--- config.mk ---
export PLATFORM = sky130hd
export DESIGN_NAME = keystroke_line_edit_buffer_flat
export DESIGN_NICKNAME = d
export VERILOG_FILES = /design/src/rtl/kleb_pkg.sv /design/src/rtl/kleb_if.sv /design/src/rtl/kleb_ram.sv /design/src/rtl/kleb_ctrl.sv /design/src/rtl/kleb_dp.sv /design/src/rtl/keystroke_line_edit_buffer.sv /design/src/flat_wrapper.sv
export SDC_FILE = /design/constraint.sdc
export NUM_CORES = 2
export LEC_CHECK = 0
export BUFFER_PORTS_ARGS = -buffer_cell sky130_fd_sc_hd__buf_2
export CORE_UTILIZATION = 35
export CTS_BUF_LIST = sky130_fd_sc_hd__clkbuf_16
export CTS_CLUSTER_DIAMETER = 30
export DETAILED_ROUTE_END_ITERATION = 8
export PLACE_DENSITY = 0.59
export SKIP_LAST_GASP = 1
export SLEW_MARGIN = 30
export SYNTH_ARGS = -nofsm -noshare
export SYNTH_HDL_FRONTEND = slang
export SYNTH_SLANG_ARGS = --single-unit
--- constraint.sdc ---
create_clock -name i_clk -period 13.6 [get_ports i_clk]
set_input_delay 2.04 -clock i_clk [delete_from_list [all_inputs] [get_ports i_clk]]
set_output_delay 2.04 -clock i_clk [all_outputs]
set_load 0.01 [all_outputs]
--- src/rtl/kleb_pkg.sv ---
`default_nettype none

package kleb_pkg;

    localparam int BufSize = 256;
    localparam int AddrW   = $clog2(BufSize);
    localparam int LenW    = AddrW + 1;

    localparam logic [7:0] KeyHome      = 8'h01;
    localparam logic [7:0] KeyEnter     = 8'h03;
    localparam logic [7:0] KeyEnd       = 8'h04;
    localparam logic [7:0] KeyBackspace = 8'h08;
    localparam logic [7:0] KeyTab       = 8'h09;
    localparam logic [7:0] KeyPageUp    = 8'h0B;
    localparam logic [7:0] KeyPageDown  = 8'h0C;
    localparam logic [7:0] KeyReturn    = 8'h0D;
    localparam logic [7:0] KeyLeft      = 8'h1C;
    localparam logic [7:0] KeyRight     = 8'h1D;
    localparam logic [7:0] KeyUp        = 8'h1E;
    localparam logic [7:0] KeyDown      = 8'h1F;
    localparam logic [7:0] KeySpace     = 8'h20;
    localparam logic [7:0] KeyDelete    = 8'h7F;
    localparam logic [7:0] KeyLowerA    = 8'h61;
    localparam logic [7:0] KeyLowerZ    = 8'h7A;
    localparam logic [7:0] KeyUpperC    = 8'h43;
    localparam logic [7:0] KeyUpperX    = 8'h58;
    localparam logic [7:0] KeyUpperV    = 8'h56;
    localparam logic [7:0] CaseFold     = 8'd32;

    typedef enum logic [1:0] {
        FN_KEY  = 2'd0,
        FN_SET  = 2'd1,
        FN_READ = 2'd2,
        FN_NOP  = 2'd3
    } t_func;

    typedef enum logic [2:0] {
        KC_IGNORED = 3'd0,
        KC_PRINT   = 3'd1,
        KC_NAV     = 3'd2,
        KC_DELETE  = 3'd3,
        KC_CLIP    = 3'd4
    } t_kclass;

    typedef enum logic [1:0] {
        CLIP_NONE  = 2'd0,
        CLIP_COPY  = 2'd1,
        CLIP_CUT   = 2'd2,
        CLIP_PASTE = 2'd3
    } t_clip;

    typedef struct packed {
        t_kclass kclass;
        t_clip   clip;
    } t_key_info;

    typedef enum logic [2:0] {
        S_IDLE,
        S_DECODE,
        S_INS_SHIFT,
        S_INS_PUT,
        S_DEL_SHIFT,
        S_DEL_END,
        S_READ,
        S_DONE
    } t_state;

    typedef struct packed {
        logic latch;
        logic decode;
        logic ins_step;
        logic ins_put;
        logic del_step;
        logic del_end;
        logic read_cap;
        logic load_out;
    } t_dp_cmd;

    typedef struct packed {
        logic do_ins;
        logic do_del;
        logic do_read;
        logic ins_done;
        logic del_done;
    } t_dp_status;

    function automatic logic is_nav_key(input logic [7:0] code);
        return code == KeyLeft || code == KeyRight || code == KeyUp || code == KeyDown ||
               code == KeyHome || code == KeyEnd || code == KeyPageUp ||
               code == KeyPageDown;
    endfunction

    function automatic t_key_info kleb_classify(input logic [7:0] code, input logic cmd,
                                                input logic clr);
        t_key_info  info;
        logic [7:0] up;
        info.kclass = KC_IGNORED;
        info.clip   = CLIP_NONE;
        up = code;
        if (code >= KeyLowerA && code <= KeyLowerZ) begin
            up = code - CaseFold;
        end
        if (cmd) begin
            if (up == KeyUpperC) begin
                info.clip = CLIP_COPY;
            end else if (up == KeyUpperX) begin
                info.clip = CLIP_CUT;
            end else if (up == KeyUpperV) begin
                info.clip = CLIP_PASTE;
            end
            info.kclass = (info.clip != CLIP_NONE) ? KC_CLIP : KC_IGNORED;
        end else if ((code >= KeySpace && code != KeyDelete) || code == KeyReturn ||
                     code == KeyEnter || code == KeyTab) begin
            info.kclass = KC_PRINT;
        end else if (is_nav_key(code)) begin
            info.kclass = KC_NAV;
        end else if (code == KeyDelete || code == KeyBackspace || clr) begin
            info.kclass = KC_DELETE;
        end
        return info;
    endfunction

endpackage

`default_nettype wire

--- src/rtl/kleb_if.sv ---
`default_nettype none

interface kleb_in_if;
    logic                      valid;
    logic                      ready;
    logic [1:0]                func;
    logic [7:0]                key_code;
    logic                      command_held;
    logic                      clear_key;
    logic [kleb_pkg::LenW-1:0] position;

    modport source (output valid, func, key_code, command_held, clear_key, position,
                    input ready);
    modport sink (input valid, func, key_code, command_held, clear_key, position,
                  output ready);
endinterface

interface kleb_out_if;
    logic                      valid;
    logic                      ready;
    logic [kleb_pkg::LenW-1:0] cursor;
    logic [kleb_pkg::LenW-1:0] text_length;
    logic [2:0]                key_class;
    logic [1:0]                clip_action;
    logic [7:0]                read_char;
    logic                      overflow;

    modport source (output valid, cursor, text_length, key_class, clip_action, read_char,
                    overflow, input ready);
    modport sink (input valid, cursor, text_length, key_class, clip_action, read_char,
                  overflow, output ready);
endinterface

`default_nettype wire

--- src/rtl/kleb_ram.sv ---
`default_nettype none

module kleb_ram #(
    parameter int Width = 8,
    parameter int Depth = 256
) (
    input  wire logic                     i_clk,
    input  wire logic                     i_we,
    input  wire logic [$clog2(Depth)-1:0] i_waddr,
    input  wire logic [Width-1:0]         i_wdata,
    input  wire logic [$clog2(Depth)-1:0] i_raddr,
    output logic      [Width-1:0]         o_rdata
);

    logic [Width-1:0] r_mem [Depth];

    always_ff @(posedge i_clk) begin
        if (i_we) begin
            r_mem[i_waddr] <= i_wdata;
        end
        o_rdata <= r_mem[i_raddr];
    end

endmodule

`default_nettype wire

--- src/rtl/kleb_ctrl.sv ---
`default_nettype none

module kleb_ctrl (
    input  wire logic                 i_clk,
    input  wire logic                 i_rst_n,
    input  wire logic                 i_in_valid,
    output logic                      o_in_ready,
    output logic                      o_out_valid,
    input  wire logic                 i_out_ready,
    input  wire kleb_pkg::t_dp_status i_status,
    output kleb_pkg::t_dp_cmd         o_cmd
);
    import kleb_pkg::*;

    t_state r_state;
    t_state n_state;
    logic   r_out_valid;
    logic   n_out_valid;

    always_ff @(posedge i_clk) begin
        if (!i_rst_n) begin
            r_state     <= S_IDLE;
            r_out_valid <= 1'b0;
        end else begin
            r_state     <= n_state;
            r_out_valid <= n_out_valid;
        end
    end

    always_comb begin
        n_state     = r_state;
        o_cmd       = '0;
        o_in_ready  = 1'b0;
        n_out_valid = r_out_valid & ~i_out_ready;
        unique case (r_state)
            S_IDLE: begin
                o_in_ready = 1'b1;
                if (i_in_valid) begin
                    o_cmd.latch = 1'b1;
                    n_state     = S_DECODE;
                end
            end
            S_DECODE: begin
                o_cmd.decode = 1'b1;
                priority if (i_status.do_ins) begin
                    n_state = S_INS_SHIFT;
                end else if (i_status.do_del) begin
                    n_state = S_DEL_SHIFT;
                end else if (i_status.do_read) begin
                    n_state = S_READ;
                end else begin
                    n_state = S_DONE;
                end
            end
            S_INS_SHIFT: begin
                o_cmd.ins_step = 1'b1;
                if (i_status.ins_done) begin
                    n_state = S_INS_PUT;
                end
            end
            S_INS_PUT: begin
                o_cmd.ins_put = 1'b1;
                n_state       = S_DONE;
            end
            S_DEL_SHIFT: begin
                o_cmd.del_step = 1'b1;
                if (i_status.del_done) begin
                    n_state = S_DEL_END;
                end
            end
            S_DEL_END: begin
                o_cmd.del_end = 1'b1;
                n_state       = S_DONE;
            end
            S_READ: begin
                o_cmd.read_cap = 1'b1;
                n_state        = S_DONE;
            end
            S_DONE: begin
                // output register free, or being emptied this cycle
                if (!r_out_valid || i_out_ready) begin
                    o_cmd.load_out = 1'b1;
                    n_out_valid    = 1'b1;
                    n_state        = S_IDLE;
                end
            end
            default: n_state = S_IDLE;
        endcase
    end

    assign o_out_valid = r_out_valid;

    a_accept_decodes: assert property (@(posedge i_clk) disable iff (!i_rst_n)
        (r_state == S_IDLE && i_in_valid) |=> r_state == S_DECODE)
        else $error("accepted beat did not move to decode");

    a_load_no_clobber: assert property (@(posedge i_clk) disable iff (!i_rst_n)
        o_cmd.load_out |-> (!r_out_valid || i_out_ready))
        else $error("result register overwritten while still held");

endmodule

`default_nettype wire

--- src/rtl/kleb_dp.sv ---
`default_nettype none

module kleb_dp (
    input  wire logic                      i_clk,
    input  wire logic                      i_rst_n,
    input  wire kleb_pkg::t_dp_cmd         i_cmd,
    output kleb_pkg::t_dp_status           o_status,
    input  wire logic [1:0]                i_func,
    input  wire logic [7:0]                i_key_code,
    input  wire logic                      i_command_held,
    input  wire logic                      i_clear_key,
    input  wire logic [kleb_pkg::LenW-1:0] i_position,
    output logic      [kleb_pkg::LenW-1:0] o_cursor,
    output logic      [kleb_pkg::LenW-1:0] o_text_length,
    output logic      [2:0]                o_key_class,
    output logic      [1:0]                o_clip_action,
    output logic      [7:0]                o_read_char,
    output logic                           o_overflow
);
    import kleb_pkg::*;

    localparam logic [LenW-1:0] Full = LenW'(BufSize);

    // latched item
    t_func            r_func;
    logic [7:0]       r_code;
    logic             r_cmd;
    logic             r_clr;
    logic [LenW-1:0]  r_pos;

    logic [LenW-1:0]  r_len,   n_len;
    logic [LenW-1:0]  r_cur,   n_cur;
    logic [LenW-1:0]  r_idx,   n_idx;
    logic             r_wp,    n_wp;
    logic [AddrW-1:0] r_wa,    n_wa;
    logic             r_ovf,   n_ovf;
    logic [7:0]       r_rchar, n_rchar;

    logic [LenW-1:0]  idx_dn;
    logic [LenW-1:0]  idx_up;
    t_key_info        info;
    logic             is_key;

    logic             ram_we;
    logic [AddrW-1:0] ram_waddr;
    logic [7:0]       ram_wdata;
    logic [AddrW-1:0] ram_raddr;
    logic [7:0]       ram_rdata;

    assign idx_dn = r_idx - 1'b1;
    assign idx_up = r_idx + 1'b1;
    assign info   = kleb_classify(r_code, r_cmd, r_clr);
    assign is_key = (r_func == FN_KEY);

    assign o_status.do_ins   = is_key && info.kclass == KC_PRINT && r_len != Full;
    assign o_status.do_del   = is_key && info.kclass == KC_DELETE &&
                               ((r_code == KeyBackspace && r_cur != '0) ||
                                (r_code == KeyDelete && r_cur < r_len));
    assign o_status.do_read  = (r_func == FN_READ) && r_pos < r_len;
    assign o_status.ins_done = (r_idx == r_cur);
    assign o_status.del_done = (idx_up >= r_len);

    // shift moves one character a cycle: read ahead, write the previous read back
    always_comb begin
        ram_raddr = r_pos[AddrW-1:0];
        if (i_cmd.ins_step) begin
            ram_raddr = idx_dn[AddrW-1:0];
        end else if (i_cmd.del_step) begin
            ram_raddr = idx_up[AddrW-1:0];
        end
        ram_we    = r_wp | i_cmd.ins_put;
        ram_waddr = i_cmd.ins_put ? r_cur[AddrW-1:0] : r_wa;
        ram_wdata = i_cmd.ins_put ? r_code : ram_rdata;
    end

    kleb_ram #(
        .Width (8),
        .Depth (BufSize)
    ) u_store (
        .i_clk   (i_clk),
        .i_we    (ram_we),
        .i_waddr (ram_waddr),
        .i_wdata (ram_wdata),
        .i_raddr (ram_raddr),
        .o_rdata (ram_rdata)
    );

    always_comb begin
        n_len   = r_len;
        n_cur   = r_cur;
        n_idx   = r_idx;
        n_wp    = 1'b0;
        n_wa    = r_wa;
        n_ovf   = r_ovf;
        n_rchar = r_rchar;
        if (i_cmd.decode) begin
            n_ovf   = 1'b0;
            n_rchar = '0;
            unique case (r_func)
                FN_KEY: begin
                    unique case (info.kclass)
                        KC_PRINT: begin
                            if (r_len == Full) begin
                                n_ovf = 1'b1;
                            end else begin
                                n_idx = r_len;
                            end
                        end
                        KC_NAV: begin
                            if (r_code == KeyUp || r_code == KeyHome) begin
                                n_cur = '0;
                            end else if (r_code == KeyDown || r_code == KeyEnd) begin
                                n_cur = r_len;
                            end else if (r_code == KeyLeft) begin
                                if (r_cur != '0) begin
                                    n_cur = r_cur - 1'b1;
                                end
                            end else if (r_code == KeyRight) begin
                                if (r_cur < r_len) begin
                                    n_cur = r_cur + 1'b1;
                                end
                            end
                        end
                        KC_DELETE: begin
                            if (r_code == KeyBackspace) begin
                                if (r_cur != '0) begin
                                    n_idx = r_cur - 1'b1;
                                    n_cur = r_cur - 1'b1;
                                end
                            end else if (r_code == KeyDelete) begin
                                n_idx = r_cur;
                            end else begin
                                n_len = '0;
                                n_cur = '0;
                            end
                        end
                        default: ;
                    endcase
                end
                FN_SET:  n_cur = (r_pos > r_len) ? r_len : r_pos;
                FN_READ: ;
                FN_NOP:  ;
                default: ;
            endcase
        end
        if (i_cmd.ins_step && r_idx != r_cur) begin
            n_wp  = 1'b1;
            n_wa  = r_idx[AddrW-1:0];
            n_idx = idx_dn;
        end
        if (i_cmd.ins_put) begin
            n_len = r_len + 1'b1;
            n_cur = r_cur + 1'b1;
        end
        if (i_cmd.del_step && !o_status.del_done) begin
            n_wp  = 1'b1;
            n_wa  = r_idx[AddrW-1:0];
            n_idx = idx_up;
        end
        if (i_cmd.del_end) begin
            n_len = r_len - 1'b1;
        end
        if (i_cmd.read_cap) begin
            n_rchar = ram_rdata;
        end
    end

    always_ff @(posedge i_clk) begin
        if (!i_rst_n) begin
            r_len <= '0;
            r_cur <= '0;
            r_wp  <= 1'b0;
        end else begin
            r_len <= n_len;
            r_cur <= n_cur;
            r_wp  <= n_wp;
        end
    end

    always_ff @(posedge i_clk) begin
        r_idx   <= n_idx;
        r_wa    <= n_wa;
        r_ovf   <= n_ovf;
        r_rchar <= n_rchar;
        if (i_cmd.latch) begin
            r_func <= t_func'(i_func);
            r_code <= i_key_code;
            r_cmd  <= i_command_held;
            r_clr  <= i_clear_key;
            r_pos  <= i_position;
        end
        if (i_cmd.load_out) begin
            o_cursor      <= r_cur;
            o_text_length <= r_len;
            o_key_class   <= is_key ? info.kclass : KC_IGNORED;
            o_clip_action <= is_key ? info.clip : CLIP_NONE;
            o_read_char   <= r_rchar;
            o_overflow    <= r_ovf;
        end
    end

    a_cursor_in_text: assert property (@(posedge i_clk) disable iff (!i_rst_n)
        r_cur <= r_len)
        else $error("cursor beyond text length");

    a_len_bounded: assert property (@(posedge i_clk) disable iff (!i_rst_n)
        r_len <= Full)
        else $error("text length beyond store size");

    a_one_write: assert property (@(posedge i_clk) disable iff (!i_rst_n)
        !(r_wp && i_cmd.ins_put))
        else $error("shift write collides with character insert");

    a_ins_full: assert property (@(posedge i_clk) disable iff (!i_rst_n)
        i_cmd.ins_put |-> r_len != Full)
        else $error("insert into a full store");

endmodule

`default_nettype wire

--- src/rtl/keystroke_line_edit_buffer.sv ---
// Operation: each input beat is latched and decoded; an insert first shifts the
//   characters from the cursor to the end up by one, a delete shifts those after
//   the index down by one, and a character read captures one store entry.
// Throughput: one item at a time; the shift through the store moves
//   one character a cycle. A new beat is taken while the last result waits.
// Reset: synchronous, active low; clears length, cursor and handshake state.
//   The character store is not cleared; entries past the length are never returned.
`default_nettype none

module keystroke_line_edit_buffer (
    input wire logic  i_clk,
    input wire logic  i_rst_n,
    kleb_in_if.sink   i_in,
    kleb_out_if.source o_out
);
    import kleb_pkg::*;

    t_dp_cmd    cmd;
    t_dp_status status;

    kleb_ctrl u_ctrl (
        .i_clk       (i_clk),
        .i_rst_n     (i_rst_n),
        .i_in_valid  (i_in.valid),
        .o_in_ready  (i_in.ready),
        .o_out_valid (o_out.valid),
        .i_out_ready (o_out.ready),
        .i_status    (status),
        .o_cmd       (cmd)
    );

    kleb_dp u_dp (
        .i_clk          (i_clk),
        .i_rst_n        (i_rst_n),
        .i_cmd          (cmd),
        .o_status       (status),
        .i_func         (i_in.func),
        .i_key_code     (i_in.key_code),
        .i_command_held (i_in.command_held),
        .i_clear_key    (i_in.clear_key),
        .i_position     (i_in.position),
        .o_cursor       (o_out.cursor),
        .o_text_length  (o_out.text_length),
        .o_key_class    (o_out.key_class),
        .o_clip_action  (o_out.clip_action),
        .o_read_char    (o_out.read_char),
        .o_overflow     (o_out.overflow)
    );

endmodule

`default_nettype wire
--- src/flat_wrapper.sv ---
// flat-port wrapper written by rule: the top's interface ports become plain ports
module keystroke_line_edit_buffer_flat import kleb_pkg::*;
  (i_clk, i_rst_n, i_in_valid, i_in_func, i_in_key_code, i_in_command_held, i_in_clear_key, i_in_position, i_in_ready, o_out_valid, o_out_cursor, o_out_text_length, o_out_key_class, o_out_clip_action, o_out_read_char, o_out_overflow, o_out_ready);
  kleb_in_if i_in_i ();
  kleb_out_if o_out_i ();
  input wire logic i_clk;
  input wire logic i_rst_n;
  input wire logic [$bits(i_in_i.valid)-1:0] i_in_valid;
  input wire logic [$bits(i_in_i.func)-1:0] i_in_func;
  input wire logic [$bits(i_in_i.key_code)-1:0] i_in_key_code;
  input wire logic [$bits(i_in_i.command_held)-1:0] i_in_command_held;
  input wire logic [$bits(i_in_i.clear_key)-1:0] i_in_clear_key;
  input wire logic [$bits(i_in_i.position)-1:0] i_in_position;
  output wire logic [$bits(i_in_i.ready)-1:0] i_in_ready;
  output wire logic [$bits(o_out_i.valid)-1:0] o_out_valid;
  output wire logic [$bits(o_out_i.cursor)-1:0] o_out_cursor;
  output wire logic [$bits(o_out_i.text_length)-1:0] o_out_text_length;
  output wire logic [$bits(o_out_i.key_class)-1:0] o_out_key_class;
  output wire logic [$bits(o_out_i.clip_action)-1:0] o_out_clip_action;
  output wire logic [$bits(o_out_i.read_char)-1:0] o_out_read_char;
  output wire logic [$bits(o_out_i.overflow)-1:0] o_out_overflow;
  input wire logic [$bits(o_out_i.ready)-1:0] o_out_ready;
  assign i_in_i.valid = i_in_valid;
  assign i_in_i.func = i_in_func;
  assign i_in_i.key_code = i_in_key_code;
  assign i_in_i.command_held = i_in_command_held;
  assign i_in_i.clear_key = i_in_clear_key;
  assign i_in_i.position = i_in_position;
  assign i_in_ready = i_in_i.ready;
  assign o_out_valid = o_out_i.valid;
  assign o_out_cursor = o_out_i.cursor;
  assign o_out_text_length = o_out_i.text_length;
  assign o_out_key_class = o_out_i.key_class;
  assign o_out_clip_action = o_out_i.clip_action;
  assign o_out_read_char = o_out_i.read_char;
  assign o_out_overflow = o_out_i.overflow;
  assign o_out_i.ready = o_out_ready;
  keystroke_line_edit_buffer u_core (.i_clk(i_clk), .i_rst_n(i_rst_n), .i_in(i_in_i), .o_out(o_out_i));
endmodule
Word-level counts from Yosys, hierarchy flattened
Memories as Yosys holds them, arrays and structs flattened. A register that Yosys moved wholly into a read port is not among the register bits.
Cells that the tools add are included.
{"block": "classes", "addsub": 7, "n_lt_le_gt_ge": 7, "n_eq_ne": 46, "n_mux": 72, "bitwise_logic": 3, "reduce_logical": 50}
{"operator": "9-bit 2-to-1 mux", "n": 25}
{"operator": "8-bit 2-to-1 mux", "n": 9}
{"operator": "9-bit case mux with 2 select lines", "n": 3}
{"operator": "8-bit by 4-bit equality test with 1-bit output (second input constant)", "n": 5}
{"operator": "8-bit by 5-bit equality test with 1-bit output (second input constant)", "n": 4}
{"operator": "8-bit by 7-bit equality test with 1-bit output (second input constant)", "n": 4}
{"operator": "9-bit by 1-bit adder with 9-bit output (second input constant)", "n": 3}
{"operator": "9-bit by 1-bit subtractor with 9-bit output (second input constant)", "n": 3}
{"operator": "3-bit 2-to-1 mux", "n": 8}
{"operator": "1-bit 2-to-1 mux", "n": 19}
{"operator": "9-bit < comparator", "n": 2}
{"operator": "3-bit case mux with 6 select lines", "n": 1}
{"operator": "3-bit nonzero test", "n": 6}
{"operator": "1-bit logical OR", "n": 16}
{"operator": "2-bit 2-to-1 mux", "n": 7}
{"operator": "7-bit inequality test (second input constant)", "n": 2}
{"operator": "3-bit by 2-bit equality test with 1-bit output (second input constant)", "n": 4}
{"operator": "3-bit equality test (second input constant)", "n": 4}
{"operator": "6-bit AND reduction", "n": 2}
{"operator": "1-bit logical AND", "n": 11}
{"operator": "5-bit by 2-bit inequality test with 1-bit output (second input constant)", "n": 2}
{"operator": "9-bit equality test", "n": 1}
{"operator": "9-bit equality test (second input constant)", "n": 1}
{"operator": "9-bit greater-or-equal comparator", "n": 1}
{"operator": "32 further kinds", "n": 42}
{"block": "totals", "reg_bits": 102, "ram_bits": 2048, "out_inout_bits": 34, "n_memories": 1}
{"memory": "u_core.u_dp.u_store.r_mem", "depth": 256, "word_bits": 8, "rd": 1, "rd_clocked_by_memory_dff": 1, "write_ports": 1, "line_no": "kleb_ram.sv:15", "source": "logic [Width-1:0] r_mem [Depth];"}

Depth between registers and ports, before layout
{"block": "depth", "word_depth": 17, "depth_mapped": 17}

Modules after synthesis
Synthesis repeated with hierarchy kept, for this count alone.
{"block": "unflattened", "cells_unflattened": 4481, "hier_area_um2": 86628.1}
{"module": "kleb_ram", "instances": 1, "cells_per_inst": 3733, "area_each_um2": 79556.3, "seq_area_each_um2": 61659.1}
{"module": "kleb_dp", "instances": 1, "cells_per_inst": 711, "area_each_um2": 6806.5, "seq_area_each_um2": 2752.6}
{"module": "kleb_ctrl", "instances": 1, "cells_per_inst": 37, "area_each_um2": 265.3, "seq_area_each_um2": 80.1}

Worst setup path after synthesis
No wires, ideal clock.
{"block": "synth_path", "path_type": "register -> register", "from": "register u_core.u_ctrl.r_state[0]", "to": "memory u_core.u_dp.u_store.r_mem[0][3] (data pin)", "setup_ns": 2.188, "arrival_time_ns": 11.631, "path_slack_ns": -0.220, "path_stages_with_launch": 9, "synth_period_minus_slack_ns": 13.820, "path_cell_list": "dfxtp_1 > buf_2 > clkbuf_1 > nor2b_1 > nand2_1 > clkbuf_1 > buf_1 > clkbuf_1 > o21ai_0"}
{"block": "synth_between", "elab_chain_len": 3}
{"item": "start, declared", "line_no": "kleb_ctrl.sv:15", "source": "t_state r_state;"}
{"item": "start signal, assigned", "line_no": "kleb_ctrl.sv:25", "source": "r_state <= n_state;"}
{"item": "3-bit by 2-bit equality test with 1-bit output", "line_no": "kleb_ctrl.sv:35", "source": "unique case (r_state)"}
{"item": "1-bit 2-to-1 mux", "line_no": "kleb_ctrl.sv:35"}
{"item": "8-bit 2-to-1 mux", "line_no": "kleb_dp.sv:73", "source": "ram_wdata = i_cmd.ins_put ? r_code : ram_rdata;"}
{"item": "named net u_core.u_dp.ram_wdata[3]", "line_no": "kleb_dp.sv:46", "source": "logic [7:0] ram_wdata;"}
{"item": "end, declared", "line_no": "kleb_ram.sv:15"}
The timed path passes the listed nets, and every way through them passes these cells.

Final worst setup path
{"block": "layout_path", "from": "register u_core.u_ctrl.r_state[0]", "to": "register u_core.u_dp.u_store.o_rdata[3], read port of u_core.u_dp.u_store.r_mem"}
{"block": "layout_between", "elab_chain_len": 4, "word_cells_on_any_way": 6, "cone_classes": "2 x eq/ne; 4 x mux"}
{"item": "3-bit equality test", "line_no": "kleb_ctrl.sv:35"}
{"item": "1-bit 2-to-1 mux", "line_no": "kleb_ctrl.sv:35"}
{"item": "8-bit 2-to-1 mux", "line_no": "kleb_dp.sv:68", "source": "end else if (i_cmd.del_step) begin"}
{"item": "8-bit 2-to-1 mux (*)", "line_no": "kleb_dp.sv:66", "source": "if (i_cmd.ins_step) begin"}
{"item": "end, declared", "line_no": "kleb_ram.sv:12", "source": "output logic [Width-1:0] o_rdata"}
Every way passes the cells marked *; elsewhere a longest branch is shown, timed or not.
A chain may end at the register's enable or synchronous reset.

==> summary.txt <==
Status
  • Outcome: completed

Power
  • Static Leak: roughly 36 nW
  • Clock group share of total power: 0.398
  • Total power: between 20 and 30 mW
  • Sequential share of power: 0.328
  • Internal: between 15 and 20 mW
  • Combinational share of power: 0.274
  • Max IR drop VDD: about 0.2 mV
  • Sw Share: 0.3401
  • Sw power: ~8.8 mW
  • P per Cell Area: around 240 nW/um^2

STA
  • Max-Slew Margin vs Limit: 0.2805
  • Sum of negative setup slack: 0 ps
  • RSZ-0062 raised after global routing: no
  • Fin. max-slew vios: 0
  • Final Critical Period: 6435 ps
  • Finish-stage setup viols: 0
  • Fin Clk Skew: about 80 ps
  • Fmax: roughly 160 MHz
  • Final worst path period share: 0.4731
  • Final hold slack: roughly 420 ps
  • Fin. Hold Viols: 0
  • Slew @ Worst Pin: approximately 1100 ps

Floorplanning
  • Die Y: 504.3 um
  • I/O pin total: about 60
  • Starting Density: 0.3516
  • Core Area: 251,200 um^2
  • Die Width: a little over 500 um
  • Row Count: ~180
  • Die ar.: 254,300 um^2

Worst hold path
  • Hold Path Depth: 0
  • Hold wc startpoint: u_core.u_dp.r_rchar[0]
  • Min-Delay Path Class: flop to flop
  • Hold path endpoint: u_core.u_dp.o_read_char[0]

Critical path
  • CP Class: flop to flop
  • Setup crit start kind: flop
  • Register-to-register setup slack: 7170 ps
  • CP arrival: a little over 7000 ps
  • Reg2reg start: u_core.u_ctrl.r_state[0]
  • Worst reg-to-reg path cell count: 12
  • CP Max Fanout: roughly 130
  • Crit Reg-Reg Endpoint: u_core.u_dp.u_store.o_rdata[3]
  • Critical path required time: around 14,000 ps
  • CP Capture Type: flop

Global routing
  • GR Util All Layers: 0.2042
  • Initial antenna violation count: 5
  • Vias in the first global route: 54,120
  • Largest net degree at the start of global routing: 206
  • Overflow after GRT: 0
  • First-pass GRT wire length: 384,000 um

Yosys
  • Synth Warn #: 0
  • Gate Count Post-Synth: around 6,000
  • Sequential share of the synthesized area: 0.7303
  • Post-synth EDFFs: approximately 2,100
  • Synthesized Nets: ~6,100
  • Asr flop ratio synth: 0
  • Count of cell types in the netlist: 94
  • Ys flop type: edfxtp_1
  • Cell Area, Synth: ~90,000 um^2
  • Register bit total from synthesis: 2,158
  • Post-synthesis area per instance: ~15 um^2

Finish
  • Fillers: ~22,000
  • Most frequent cells in the layout: 2,127 x edfxtp_1, 1,368 x nand2_1, 435 x clkbuf_16, 433 x nand3_1, 287 x nor2_1
  • Fin nets: 6,357
  • Cell area after layout: roughly 110,000 um^2
  • Layout area overhead: 20.39%
  • Area of the multi-input gates: roughly 22,000 um^2
  • Final core occ: 0.4233
  • Share of layout cells above drive strength 1: 0.1711
  • Commonest non-fill, non-tap cell in the layout: edfxtp_1
  • Register area: approximately 64,000 um^2

Placement
  • Routability congestion estimate: between 0.8 and 0.9
  • Final HPWL from detailed placement: between 150,000 and 200,000 um
  • IO buf count: between 50 and 60
  • Placed instance area: 91,870 um^2

Clock network
  • Max Root-Sink Buffers: 4
  • CTS tree: yes
  • CTS resizes: 0
  • Clock sinks: between 2,000 and 2,500
  • Worst-path clk slew: 50 ps
  • Num CTS Buffers: 432
  • Hold_buf cts: 0
  • Root Buffer: clkbuf_16
  • Worst-Skew Late Latency: between 900 and 1000 ps
  • Post-CTS Setup Bufs: 0
  • # H-tree levels: 5

Drt
  • Final antenna-violating net count: 0
  • Vias: about 56,000
  • Drt drc: 0
  • Initial detailed-routing violation count: around 7,300
  • DR WL/cell: 26.64 um
  • Drt total wl: 266,300 um
  • Via density per instance: roughly 5.6
  • Drt first pass iters: 6

Job
  • Max-capacitance violation count: 0
final cells by class:
type / instances / area share
sequential: 2158 / 0.6066
inverter: 34 / 0.001200
multi-input combinational: 3494 / 0.2044
antenna: 4 / 0.00009414
tap: 3348 / 0.03940
clock inverter: 347 / 0.03259
timing repair buffer: 178 / 0.01336
clock buffer: 435 / 0.1024
cell usage after synthesis (35+ instances only):
cell      count  area (um^2)
nand4_1      78        488.0
a211oi_1     35        262.8
buf_4        41        307.8
nand3_1     433         2167
nand2_1    1381         5184
nor2_1      331         1242
o21ai_0      73        365.4
buf_2       177        885.9
edfxtp_1   2127        63870
a21oi_1      78        390.4
a31oi_1     117        732.0
a32oi_1      80        700.7
mux2i_1     129         1291
mux4_2      165         3716
clkbuf_1    117        439.2
and3_1      109        681.9
a311oi_1     81        709.4
worst max-delay path by stage:
stage	slack, ps	to	start	depth (start not counted)
finish	7170	u_core.u_dp.u_store.o_rdata[3]	u_core.u_ctrl.r_state[0]	12
global route	7020	u_core.u_dp.u_store.o_rdata[3]	u_core.u_ctrl.r_state[0]	12
CTS	7340	u_core.u_dp.u_store.o_rdata[3]	u_core.u_ctrl.r_state[0]	12
detailed placement	7300	u_core.u_dp.u_store.o_rdata[3]	u_core.u_ctrl.r_state[0]	12
global placement	7450	u_core.u_dp.u_store.o_rdata[7]	u_core.u_ctrl.r_state[0]	12
floorplan	-220	u_core.u_dp.u_store.r_mem[0][3]	u_core.u_ctrl.r_state[0]	8
registers in the layout, summed over array words and instances (netlist names), 2 cells and up:
name,cells
u_core.u_dp.r_pos,9
u_core.u_dp.r_len,9
u_core.u_dp.r_idx,9
u_core.u_dp.o_text_length,9
u_core.u_dp.r_code,8
u_core.u_dp.o_read_char,8
u_core.u_dp.r_cur,9
u_core.u_ctrl.r_state,3
u_core.u_dp.r_rchar,8
u_core.u_dp.r_wa,8
u_core.u_dp.u_store.r_mem,2048
u_core.u_dp.o_clip_action,2
u_core.u_dp.o_key_class,3
u_core.u_dp.o_cursor,9
u_core.u_dp.r_func,2
u_core.u_dp.u_store.o_rdata,8
kinds of logic (layout without fill, tap and decap cells):
group,count (synthesis),after routing,synth area share
compound gates,644,644,0.05289
buf+inv,431,994,0.02750
fa+ha+maj,34,34,0.004817
xor+xnor,45,45,0.004548
mux,306,306,0.05942
simple gates,2465,2465,0.1206
other cells,0,4,0
flops,2158,2158,0.7303
critical path, cell delays in order, from the launching register on:
cell      delay [ps]
dfxtp_1          750
and2b_1          430
a211oi_2         430
o21a_4           520
buf_4            670
buf_4            640
buf_12           550
and3_1           280
a311oi_1          50
a311oi_1         590
a211oi_1         110
o311ai_1         740
nand4b_1         220
power groups by stage:
stage	Clock, mW	Sequential, mW	Combinational (mW)
2_1_floorplan	0	9.07	4.37
3_3_place_gp	0	8.64	6.89
3_5_place_dp	0	8.64	7.01
4_1_cts	10.4	8.52	7.03
5_1_grt	10.8	8.53	7.47
6_report	10.4	8.53	7.12
layer usage:
layer  vias up  track usage  wire length [um]
met2      3226       0.3162            123200
met5         -            0                20
met3       511      0.04872             28430
met4         2      0.08171             10030
met1     28220       0.2761            104600
li1      23810            -                 -
through the flow:
| step | setup WS [ps] | instances |
|---|---|---|
| global route | 7017 | 9996 |
| global placement | 7452 | 9210 |
| finish | 7165 | 9998 |
| CTS | 7338 | 9993 |
| floorplan | -219.5 | 6083 |
| detailed placement | 7299 | 9211 |
(Power assumes the default switching activity.)
